[src/design/proximity_gated_audio_forwarder_macros.svh]
// ----------------------------------------------------------------------------
// Assertion macros
// Shared concurrent assertion helpers for the proximity gated audio forwarder.
// ----------------------------------------------------------------------------
`ifndef PROXIMITY_GATED_AUDIO_FORWARDER_MACROS_SVH
`define PROXIMITY_GATED_AUDIO_FORWARDER_MACROS_SVH

`ifndef NO_ASSERTIONS

`define PGAF_ASSERT_SAME(label, ante, cons) \
   label: assert property (@(posedge clock) disable iff (reset) (ante) |-> (cons)) \
      else $error("same-cycle check failed");

`define PGAF_ASSERT_NEXT(label, ante, cons) \
   label: assert property (@(posedge clock) disable iff (reset) (ante) |=> (cons)) \
      else $error("next-cycle check failed");

`else

`define PGAF_ASSERT_SAME(label, ante, cons)

`define PGAF_ASSERT_NEXT(label, ante, cons)

`endif

`endif

[src/design/pgaf_pkg.sv]
// ----------------------------------------------------------------------------
// pgaf_pkg
// Types and constants of the proximity gated audio forwarder.
// ----------------------------------------------------------------------------
package pgaf_pkg;

   localparam logic [1:0] ACTION_MODE  = 2'd0;
   localparam logic [1:0] ACTION_AUDIO = 2'd1;
   localparam logic [1:0] ACTION_ECHO  = 2'd2;

   localparam logic [1:0] MODE_STOP     = 2'd0;
   localparam logic [1:0] MODE_MANUAL   = 2'd1;
   localparam logic [1:0] MODE_DISTANCE = 2'd2;

   localparam logic [1:0] KIND_SAMPLE = 2'd0;
   localparam logic [1:0] KIND_STOP   = 2'd1;
   localparam logic [1:0] KIND_READY  = 2'd2;

   localparam logic [1:0] CSR_START_DISTANCE = 2'd0;
   localparam logic [1:0] CSR_STOP_DISTANCE  = 2'd1;
   localparam logic [1:0] CSR_MISS_LIMIT     = 2'd2;

   localparam logic [7:0] SAMPLE_CEILING  = 8'd254;
   localparam logic [7:0] STOP_MARKER     = 8'hFF;
   localparam logic [7:0] READY_MARKER    = 8'h52;
   localparam logic [7:0] SAMPLE_MIDPOINT = 8'd128;
   localparam logic [7:0] MISS_SATURATE   = 8'hFF;

   localparam logic [7:0] START_DISTANCE_RESET = 8'd10;
   localparam logic [7:0] STOP_DISTANCE_RESET  = 8'd15;
   localparam logic [7:0] MISS_LIMIT_RESET     = 8'd5;

   localparam int CM_DIVISOR = 58;
   localparam int CM_SHIFT   = 22;
   localparam int DIST_WIDTH = 11;
   localparam int PROD_WIDTH = 33;
   localparam logic [16:0] CM_RECIP = 17'((2 ** CM_SHIFT + CM_DIVISOR - 1) / CM_DIVISOR);

   typedef struct packed {
      logic [1:0]  action;
      logic [1:0]  mode_request;
      logic [7:0]  sample;
      logic [15:0] echo_us;
   } req_type;

   typedef struct packed {
      logic [7:0] out_byte;
      logic [1:0] out_kind;
   } rsp_type;

endpackage

[src/design/proximity_gated_audio_forwarder.sv]
// ----------------------------------------------------------------------------
// proximity_gated_audio_forwarder
// Mode, audio and echo request handling with distance gated recording.
// ----------------------------------------------------------------------------
// One request is accepted every cycle while results are taken. An accepted
// request sits in the input register. There it is evaluated in a single pass
// against the mode and recording state. Its result is offered from the
// output register. The evaluation path is one 16 by 17 bit multiply
// (echo to centimetres) followed by an 11 bit compare. A result that is not
// taken holds the input register, and the input stalls until rsp_ready
// returns. This holds even for requests that yield no result. Requests that
// yield no result leave the pipe without a response. Registers are written at
// any time through the csr port and take effect on the next evaluated request.
`include "proximity_gated_audio_forwarder_macros.svh"

module proximity_gated_audio_forwarder
   import pgaf_pkg::*;
(
   input  logic       clock,
   input  logic       reset,
   input  logic       req_valid,
   output logic       req_ready,
   input  req_type    req_data,
   output logic       rsp_valid,
   input  logic       rsp_ready,
   output rsp_type    rsp_data,
   input  logic       csr_valid,
   output logic       csr_ready,
   input  logic [1:0] csr_index,
   input  logic [7:0] csr_data
);

   logic       s1_valid_ff;
   req_type    s1_data_ff;
   logic       rsp_valid_ff, rsp_valid_in;
   rsp_type    rsp_data_ff, rsp_data_in;

   logic [1:0] mode_ff, mode_in;
   logic       recording_ff, recording_in;
   logic [7:0] prev_ff, prev_in;
   logic [7:0] miss_ff, miss_in;

   logic [7:0] start_cm_ff, stop_cm_ff, miss_limit_ff;

   logic                  s1_advance;
   logic                  emit;
   logic [PROD_WIDTH-1:0] prod;
   logic [DIST_WIDTH-1:0] dist_cm;
   logic [8:0]            sum;
   logic [7:0]            mean;
   logic [7:0]            miss_next;

   assign s1_advance = s1_valid_ff && (!rsp_valid_ff || rsp_ready);
   assign req_ready  = !s1_valid_ff || s1_advance;
   assign csr_ready  = 1'b1;
   assign rsp_valid  = rsp_valid_ff;
   assign rsp_data   = rsp_data_ff;

   assign prod    = {17'd0, s1_data_ff.echo_us} * {16'd0, CM_RECIP};
   assign dist_cm = prod[CM_SHIFT +: DIST_WIDTH];
   assign sum  = {1'b0, prev_ff} + {1'b0, s1_data_ff.sample};
   assign mean = (sum[8:1] > SAMPLE_CEILING) ? SAMPLE_CEILING : sum[8:1];
   assign miss_next = (miss_ff < MISS_SATURATE) ? miss_ff + 8'd1 : miss_ff;

   always_comb begin
      mode_in      = mode_ff;
      recording_in = recording_ff;
      prev_in      = prev_ff;
      miss_in      = miss_ff;
      emit         = 1'b0;
      rsp_data_in  = rsp_data_ff;
      case (s1_data_ff.action)
         ACTION_MODE: begin
            if (s1_data_ff.mode_request inside {MODE_STOP, MODE_MANUAL, MODE_DISTANCE}) begin
               mode_in      = s1_data_ff.mode_request;
               recording_in = 1'b0;
               miss_in      = 8'd0;
               prev_in      = SAMPLE_MIDPOINT;
               if (s1_data_ff.mode_request == MODE_MANUAL) begin
                  emit                 = 1'b1;
                  rsp_data_in.out_byte = READY_MARKER;
                  rsp_data_in.out_kind = KIND_READY;
               end
            end
         end
         ACTION_AUDIO: begin
            if (mode_ff == MODE_MANUAL || (mode_ff == MODE_DISTANCE && recording_ff)) begin
               prev_in              = s1_data_ff.sample;
               emit                 = 1'b1;
               rsp_data_in.out_byte = mean;
               rsp_data_in.out_kind = KIND_SAMPLE;
            end
         end
         ACTION_ECHO: begin
            if (mode_ff == MODE_DISTANCE) begin
               if (!recording_ff && dist_cm <= {3'd0, start_cm_ff}) begin
                  recording_in = 1'b1;
                  miss_in      = 8'd0;
                  prev_in      = SAMPLE_MIDPOINT;
               end else if (recording_ff && dist_cm > {3'd0, stop_cm_ff}) begin
                  if (miss_next >= miss_limit_ff) begin
                     recording_in         = 1'b0;
                     miss_in              = 8'd0;
                     emit                 = 1'b1;
                     rsp_data_in.out_byte = STOP_MARKER;
                     rsp_data_in.out_kind = KIND_STOP;
                  end else begin
                     miss_in = miss_next;
                  end
               end else begin
                  miss_in = 8'd0;
               end
            end
         end
         default: begin
         end
      endcase
   end

   always_comb begin
      rsp_valid_in = rsp_valid_ff;
      if (rsp_ready) begin
         rsp_valid_in = 1'b0;
      end
      if (s1_advance && emit) begin
         rsp_valid_in = 1'b1;
      end
   end

   always_ff @(posedge clock) begin
      if (reset) begin
         s1_valid_ff   <= 1'b0;
         rsp_valid_ff  <= 1'b0;
         mode_ff       <= MODE_STOP;
         recording_ff  <= 1'b0;
         prev_ff       <= SAMPLE_MIDPOINT;
         miss_ff       <= 8'd0;
         start_cm_ff   <= START_DISTANCE_RESET;
         stop_cm_ff    <= STOP_DISTANCE_RESET;
         miss_limit_ff <= MISS_LIMIT_RESET;
      end else begin
         rsp_valid_ff <= rsp_valid_in;
         if (req_ready) begin
            s1_valid_ff <= req_valid;
         end
         if (s1_advance) begin
            mode_ff      <= mode_in;
            recording_ff <= recording_in;
            prev_ff      <= prev_in;
            miss_ff      <= miss_in;
         end
         if (csr_valid) begin
            case (csr_index)
               CSR_START_DISTANCE: start_cm_ff   <= csr_data;
               CSR_STOP_DISTANCE:  stop_cm_ff    <= csr_data;
               CSR_MISS_LIMIT:     miss_limit_ff <= csr_data;
               default: begin
               end
            endcase
         end
      end
   end

   always_ff @(posedge clock) begin
      if (req_valid && req_ready) begin
         s1_data_ff <= req_data;
      end
      if (s1_advance && emit) begin
         rsp_data_ff <= rsp_data_in;
      end
   end

   `PGAF_ASSERT_SAME(a_rec_needs_distance, recording_ff, mode_ff == MODE_DISTANCE)
   `PGAF_ASSERT_SAME(a_stop_byte, rsp_valid_ff && rsp_data_ff.out_kind == KIND_STOP,
      rsp_data_ff.out_byte == STOP_MARKER)
   `PGAF_ASSERT_SAME(a_sample_not_marker, rsp_valid_ff && rsp_data_ff.out_kind == KIND_SAMPLE,
      rsp_data_ff.out_byte != STOP_MARKER)
   `PGAF_ASSERT_NEXT(a_stop_ends_rec, s1_advance && emit && rsp_data_in.out_kind == KIND_STOP,
      !recording_ff && miss_ff == 8'd0)

endmodule

[config.mk]
export PLATFORM = sky130hd
export DESIGN_NAME = proximity_gated_audio_forwarder
export DESIGN_NICKNAME = d
export VERILOG_FILES = /design/src/design/pgaf_pkg.sv /design/src/design/proximity_gated_audio_forwarder.sv
export VERILOG_INCLUDE_DIRS = /design/src /design/src/design
export SDC_FILE = /design/constraint.sdc
export NUM_CORES = 1
export LEC_CHECK = 0
export BUFFER_PORTS_ARGS = -buffer_cell sky130_fd_sc_hd__buf_4
export CORE_MARGIN = 2
export CORE_UTILIZATION = 59
export CTS_CLUSTER_DIAMETER = 200
export DETAILED_ROUTE_END_ITERATION = 10
export GPL_TIMING_DRIVEN = 1
export PLACE_DENSITY = 0.88
export SETUP_SLACK_MARGIN = 0.2
export SLEW_MARGIN = 5
export SYNTH_ARGS = -nofsm -noshare
export SYNTH_HDL_FRONTEND = slang
export SYNTH_SLANG_ARGS = --single-unit
[constraint.sdc]
create_clock -name clock -period 15.02 [get_ports clock]
set_input_delay 3.755 -clock clock [delete_from_list [all_inputs] [get_ports clock]]
set_output_delay 3.755 -clock clock [all_outputs]
set_load 0.02 [all_outputs]
==> results of run 1 <==
-- final timing paths --
path	start	slack (ns)	endpoint
setup / recovery	s1_data_ff[12]	6.49	rsp_data[4]
hold / removal	prev_ff[6]	0.48	prev_ff[6]
hold reg to reg	prev_ff[6]	0.48	prev_ff[6]
setup reg to reg	s1_data_ff[12]	6.49	rsp_data[4]
-- cell usage in the layout (no fill, tap or decap), types with 18 or more instances in the layout --
| cell type | netlist | final |
|---|---|---|
| nand2_1 | 37 | 37 |
| inv_1 | 165 | 165 |
| nand2b_1 | 18 | 18 |
| xor2_1 | 18 | 18 |
| dfxtp_1 | 45 | 45 |
| edfxtp_1 | 38 | 38 |
| a21oi_1 | 58 | 58 |
| buf_4 | 1 | 56 |
| nor2_1 | 40 | 40 |
| fa_1 | 81 | 81 |
| nand4_1 | 18 | 18 |
| ha_1 | 159 | 159 |
-- cell type report --
class	instances	area, um^2
Clock buffer	9	225.2
Clock inverter	7	81.33
Fill cell	1069	4897
Inverter	165	619.3
Multi-Input combinational cell	600	5853
Sequential cell	83	2042
Tap cell	184	230.2
Timing Repair Buffer	56	420.4
-- logic make-up (layout without fill, tap and decap cells) --
group | after synthesis | count (layout) | share of synthesized area (%)
fa+ha+maj | 240 | 240 | 42.01
buf+inv | 181 | 237 | 8.151
simple gates | 179 | 179 | 10.65
compound gates | 134 | 134 | 10.41
flops | 83 | 83 | 23.76
xor+xnor | 33 | 33 | 3.450
mux | 13 | 13 | 1.528
other cells | 1 | 1 | 0.04363
-- per-stage QoR --
stage	total power (uW)	cell area (um^2)	util, %	setup slack [ns]	hold slack, ns
after floorplan	1133	8596	-	7.115	0.4406
after CTS	1665	9472	65.92	6.455	0.4764
after detailed placement	1412	9165	63.78	6.511	0.4618
after global placement	1357	9165	63.78	6.778	0.4530
after global routing	1860	9472	65.92	5.827	0.4980
final	1663	9472	65.92	6.488	0.4770
-- power groups by stage --
| stage | Sequential [uW] | Clock (uW) | Combinational, uW |
|---|---|---|---|
| finish | 256 | 233 | 1170 |
| global route | 257 | 247 | 1360 |
| CTS | 256 | 237 | 1170 |
| detailed placement | 261 | 0 | 1150 |
| global placement | 261 | 0 | 1100 |
| floorplan | 257 | 0 | 875 |
-- worst min-delay path, cell delays in order, from the launching register on --
cell and delay, ns:
dfxtp_1 0.31, nand2b_1 0.06, a21oi_1 0.05
-- sequential cells by signal (all words and copies together) (netlist names), 2 cells and up --
register and cells:
s1_data_ff 28, miss_limit_ff 8, prev_ff 8, miss_ff 8
rsp_data 10, mode_ff 2, stop_cm_ff 8, start_cm_ff 8
-- metal layers --
layer,GRT usage (%),vias up
met5,0,-
met4,8.063,0
met3,4.038,38
met2,42.01,128
met1,32.27,2976
li1,-,2995
==> key figures, run 1 <==
Clock tree
  – Clock root cell: clkbuf_16
  – Post-CTS setup buffer count: 0
  – Hold buffers post-CTS: 0
  – Post_cts resized: 0
  – Num CTS Buffers: 9
  – CTS tree: done
  – CTS clock-pin slew for the worst setup and hold paths: about 0.070 ns
  – Sink Count: between 80 and 90
  – H-tree depth: 3
  – Clock buffer depth: 2
  – Worst skew pair latency: between 0.3 and 0.4 ns

Drt
  – Drc violations: 0
  – DR vias/cell: roughly 5.6
  – Top layer in use: met4
  – DRT antenna net count: 0
  – Routed vias: between 6000 and 7000
  – DRT met1 WL: a little under 8000 um
  – WL met3: about 690 um
  – Met2 wire length: 8825 um
  – 1st-iter DRT viols: 280
  – Routed len/inst: 16.02 um
  – DR pass1 iterations: 4
  – Routed WL: 17690 um

Worst setup path
  – Crit start category: flop
  – Family with the most delay on the worst path: adder cells
  – Critical path depth: 29
  – CP dominant cell by count: fa_1
  – Arrival time worst endpoint: 8.50 ns
  – Required @ worst endpoint: between 10 and 15 ns
  – R2R cell count: 29
  – Worst-path fanout max: 11
  – CP bufs+invs: 4
  – Crit. End Element: flop
  – Crit-path slowest cell: a2111oi_2
  – Worst stage delay on the critical path: 1.03 ns
  – Kind of critical path: flop to flop

Pwr
  – Clock network fraction of total power: between 10% and 20%
  – Sw Share: between 40 and 50%
  – Leak: ~0.0047 uW
  – PwrDens: between 150 and 200 mW/mm^2
  – Total internal power: roughly 880 uW
  – Sw power: roughly 780 uW
  – Seq pwr share: approximately 15%
  – Peak supply drop: 126.4 uV
  – Comb power frac: between 70% and 80%

Synth
  – Top cells by area, synth: ha_1 (23%), fa_1 (19%), edfxtp_1 (13%)
  – Mapped Avg Cell Area: 9.949 um^2
  – Number of synthesized flops with an enable pin: 38
  – Top-count cell post-synth: inv_1
  – Synthesized area: between 0.008 and 0.009 mm^2
  – Area fraction of the dominant cell type after synthesis: 23.14%
  – Gate count after technology mapping: ~860
  – Top cells by count, synth: inv_1 (165), ha_1 (159), fa_1 (81)
  – Warnings from Yosys: 0
  – Asr flop ratio synth: 0%
  – Synth unique cells: 57
  – Primary FF master, synth: dfxtp_1
  – #FFs+latches synth: 83
  – Top cell type by total area after synthesis: ha_1
  – Synthesized net count: 1147
  – Sequential share of the synthesized area: 23.76%

Final layout
  – Area Overhead vs Synth: 10.19%
  – Non-filler cells, final: ~1100
  – Antenna cells: 0
  – Nets: around 1200
  – Share of layout cells above drive strength 1: slightly above 9%

Floorplan
  – Core ar.: 0.01437 mm^2
  – Width of the die: ~120 um
  – Chip Height: between 100 and 150 um
  – Die ar.: 0.01555 mm^2
  – Number of I/O pins: 56
  – Core Rows: 44
  – Initial Util: between 50% and 60%

STA
  – Setup TNS: 0 ns
  – Actual slew at the worst max-slew pin: between 1 and 1.5 ns
  – Max_slew headroom: 23.13%
  – Maximum clock rate: around 120 MHz
  – Final period util: between 50 and 60%
  – Final Hold Fails: 0
  – RSZ-0062 raised after global routing: no
  – Final setup violating endpoints: 0
  – Final setup skew: 0.01002 ns
  – Final critical-path required period: between 8 and 9 ns
  – Final max-slew violation count: 0

Place
  – Buffers on Ports: 54
  – Post-DP HPWL: between 10000 and 15000 um
  – Placed cells: roughly 1100
  – Final GP Congestion: between 0.9 and 1

Job
  – Max_cap viols: 0

GRT
  – Vias in the first global route: between 6000 and 7000
  – Initial antenna violation count: 0
  – Overall Global Routing Usage: 24.70%
  – Largest net degree at the start of global routing: 47
  – First-pass GRT wire length: approximately 31000 um
  – Remaining global-route overflow: 0

Run status
  – Run status: completed

Worst hold path
  – Hold Path Stages: 2
  – Worst Hold Class: flop to flop
Power figures use the tool's default switching activity.
==> inputs of run 2 (changes only) <==
clock period = 7.85 ns   (was 15.02 ns; I/O delays follow)
==> run 2 against run 1 <==
  * Fmax up 12%
  * Setup slack worse by 6.2 ns
  * Critical endpoint is now prev_ff[1]
  * Clock skew about the same
  * Clock power up 82%
  * Critical path depth up 1
  * First-iteration DRC count up 14%
  * Critical path type unchanged
==> key figures, run 2 (synthesis gave the netlist of run 1 again) <==
Run status
  – Run status: completed (unchanged)

Clock tree
  – Hold buffers post-CTS: 0 (unchanged)
  – CTS tree: done (unchanged)
  – Num CTS Buffers: 9 (unchanged)
  – Clock root cell: clkbuf_16 (unchanged)
  – Sink Count: 83 (unchanged)
  – CTS clock-pin slew for the worst setup and hold paths: 0.07 ns (about the same)
  – Worst skew pair latency: 0.35 ns (was 0.36 ns)
  – H-tree depth: 3 (unchanged)
  – Clock buffer depth: 2 (unchanged)

Final layout
  – Area Overhead vs Synth: 15.15% (was 10.19%)
  – Reg with most FFs: s1_data_ff (unchanged)
  – Share of layout cells above drive strength 1: 15.25% (was 9.239%)
  – Largest register FFs: 28 (unchanged)
  – Most common cell after layout, fill and taps aside: inv_1 (unchanged)
  – Finished Cell Area: 0.009898 mm^2 (was 0.009472 mm^2)
  – Nets: 1229 (was 1198)
  – Antenna cells: 0 (unchanged)
  – Non-filler cells, final: 1135 (was 1104)
  – Most frequent cells in the layout: inv_1 (162), ha_1 (156), buf_4 (83) (was inv_1 (165), ha_1 (159), fa_1 (81))

Worst setup path
  – Worst-path fanout max: 8 (was 11)
  – Required @ worst endpoint: 8.14 ns (was 14.99 ns)
  – Crit. End Element: flop (unchanged)
  – Kind of critical path: flop to flop (unchanged)
  – Arrival time worst endpoint: 7.89 ns (was 8.50 ns)
  – Crit start category: flop (unchanged)
  – Crit-path slowest cell: fa_1 (was a2111oi_2)
  – Worst stage delay on the critical path: 0.56 ns (was 1.03 ns)
  – CP dominant cell by count: fa_1 (unchanged)

GRT
  – Largest net degree at the start of global routing: 47 (unchanged)
  – Overall Global Routing Usage: 23.92% (was 24.70%)
  – Remaining global-route overflow: 0 (unchanged)
  – First-pass GRT wire length: 29970 um (was 31090 um)
  – Initial antenna violation count: 0 (unchanged)
  – Vias in the first global route: 6278 (was 6670)

STA
  – Max_slew headroom: 40.91% (was 23.13%)
  – Final setup skew: 0.009996 ns (was 0.01002 ns)
  – Actual slew at the worst max-slew pin: 0.8796 ns (was 1.151 ns)
  – Final critical-path required period: 7.607 ns (was 8.532 ns)
  – Maximum clock rate: 131.5 MHz (was 117.2 MHz)
  – RSZ-0062 raised after global routing: yes (was no)
  – Setup TNS: 0 ns (unchanged)
  – Final setup violating endpoints: 0 (unchanged)
  – Final period util: 96.91% (was 56.80%)
  – Final Hold Fails: 0 (unchanged)
  – Final max-slew violation count: 0 (unchanged)
  – Setup WS post-layout: 0.2428 ns (was 6.488 ns)

Job
  – Max_cap viols: 0 (unchanged)

Worst hold path
  – Worst Hold Class: flop to flop (unchanged)

Floorplan
  – Chip Height: 124.7 um (unchanged)
  – Core ar.: 0.01437 mm^2 (unchanged)
  – Die ar.: 0.01555 mm^2 (unchanged)
  – Width of the die: 124.7 um (unchanged)
  – Number of I/O pins: 56 (unchanged)
  – Initial Util: 59.82% (unchanged)
  – Core Rows: 44 (unchanged)

Drt
  – Routed vias: 6377 (was 6137)
  – Routed len/inst: 16.77 um (was 16.02 um)
  – Drc violations: 0 (unchanged)
  – DRT antenna net count: 0 (unchanged)
  – DR vias/cell: 5.619 (was 5.559)
  – Routed WL: 19040 um (was 17690 um)
  – 1st-iter DRT viols: 318 (was 280)
  – DR pass1 iterations: 6 (was 4)

Place
  – Buffers on Ports: 54 (unchanged)
  – Final GP Congestion: 0.9042 (was 0.9040)
  – Post-DP HPWL: 14500 um (was 14400 um)
  – Worst slack, placed: 0.2288 ns (was 6.511 ns)
  – Placed cells: 1101 (was 1088)
  – Cell Area, Placed: 0.009263 mm^2 (was 0.009165 mm^2)

Pwr
  – Leak: 0.004935 uW (was 0.004730 uW)
  – Peak supply drop: 355.4 uV (was 126.4 uV)
  – PwrDens: 366.0 mW/mm^2 (was 175.5 mW/mm^2)
-- run 2: changes by cell type in the layout (fill, tap and decap cells not counted), sizes merged --
cell / before / now
buf: 56 / 87
bufinv: 1 / 0
inv: 170 / 169
clkinv: 1 / 3
-- run 2: final cells by class --
| cell class | count | area [um^2] |
|---|---|---|
| clock buffers | 9 | 225.2 |
| fillers | 967 | 4471 |
| flip-flops and latches | 83 | 2042 |
| inverters | 165 | 619.3 |
| well taps | 184 | 230.2 |
| repair buffers | 87 | 668.1 |
| multi-input cells | 600 | 6037 |
| clock inverters | 7 | 76.32 |
-- run 2: repair_timing --
action	CTS	global route
endpoints found under the hold margin	0	0
setup endpoints to repair	10	27
buffers inserted	0	16
pin swaps	0	32
gates cloned	0	2
resized for setup	2	43
-- run 2: path summary, 6_finish.rpt --
path / from / to / slack (ns) / depth (start not counted)
hold / removal: prev_ff[0] / prev_ff[0] / 0.48 / 2
setup reg to reg: s1_data_ff[10] / prev_ff[1] / 0.24 / 30
setup / recovery: s1_data_ff[10] / prev_ff[1] / 0.24 / 30
hold reg to reg: prev_ff[0] / prev_ff[0] / 0.48 / 2
-- run 2: metal layers --
| metal | global-route usage (%) | wire (um) | up-vias |
|---|---|---|---|
| met4 | 5.486 | 433 | 0 |
| met1 | 31.87 | 8200 | 3080 |
| met3 | 4.296 | 995 | 43 |
| met2 | 40.82 | 9408 | 198 |
| li1 | - | - | 3056 |
| met5 | 0 | 0 | - |
-- run 2: where the power goes --
part,total [uW],switching [uW],internal [uW]
sequential,483,14.9,468
clock,425,200,226
combinational,2710,1510,1200
total,3620,1730,1890
-- run 2: through the flow --
step / power (uW) / utilization, % / hold slack [ns]
5_1_grt: 3961 / 68.89 / 0.4837
4_1_cts: 3136 / 66.61 / 0.4727
3_3_place_gp: 2604 / 64.46 / 0.4523
3_5_place_dp: 2677 / 64.46 / 0.4614
6_report: 3623 / 68.89 / 0.4756
2_1_floorplan: 2167 / - / 0.4406
-- run 2: worst max-delay path, delay by kind of cell (launching register included) --
kind | cells | cell delay (ns)
AO/OA/AOI/OAI | 10 | 1.99
XOR/XNOR | 1 | 0.15
adder cells (fa/ha/maj) | 8 | 3.38
buffers and inverters | 4 | 0.50
flip-flops | 1 | 0.40
AND/OR/NAND/NOR | 7 | 1.13
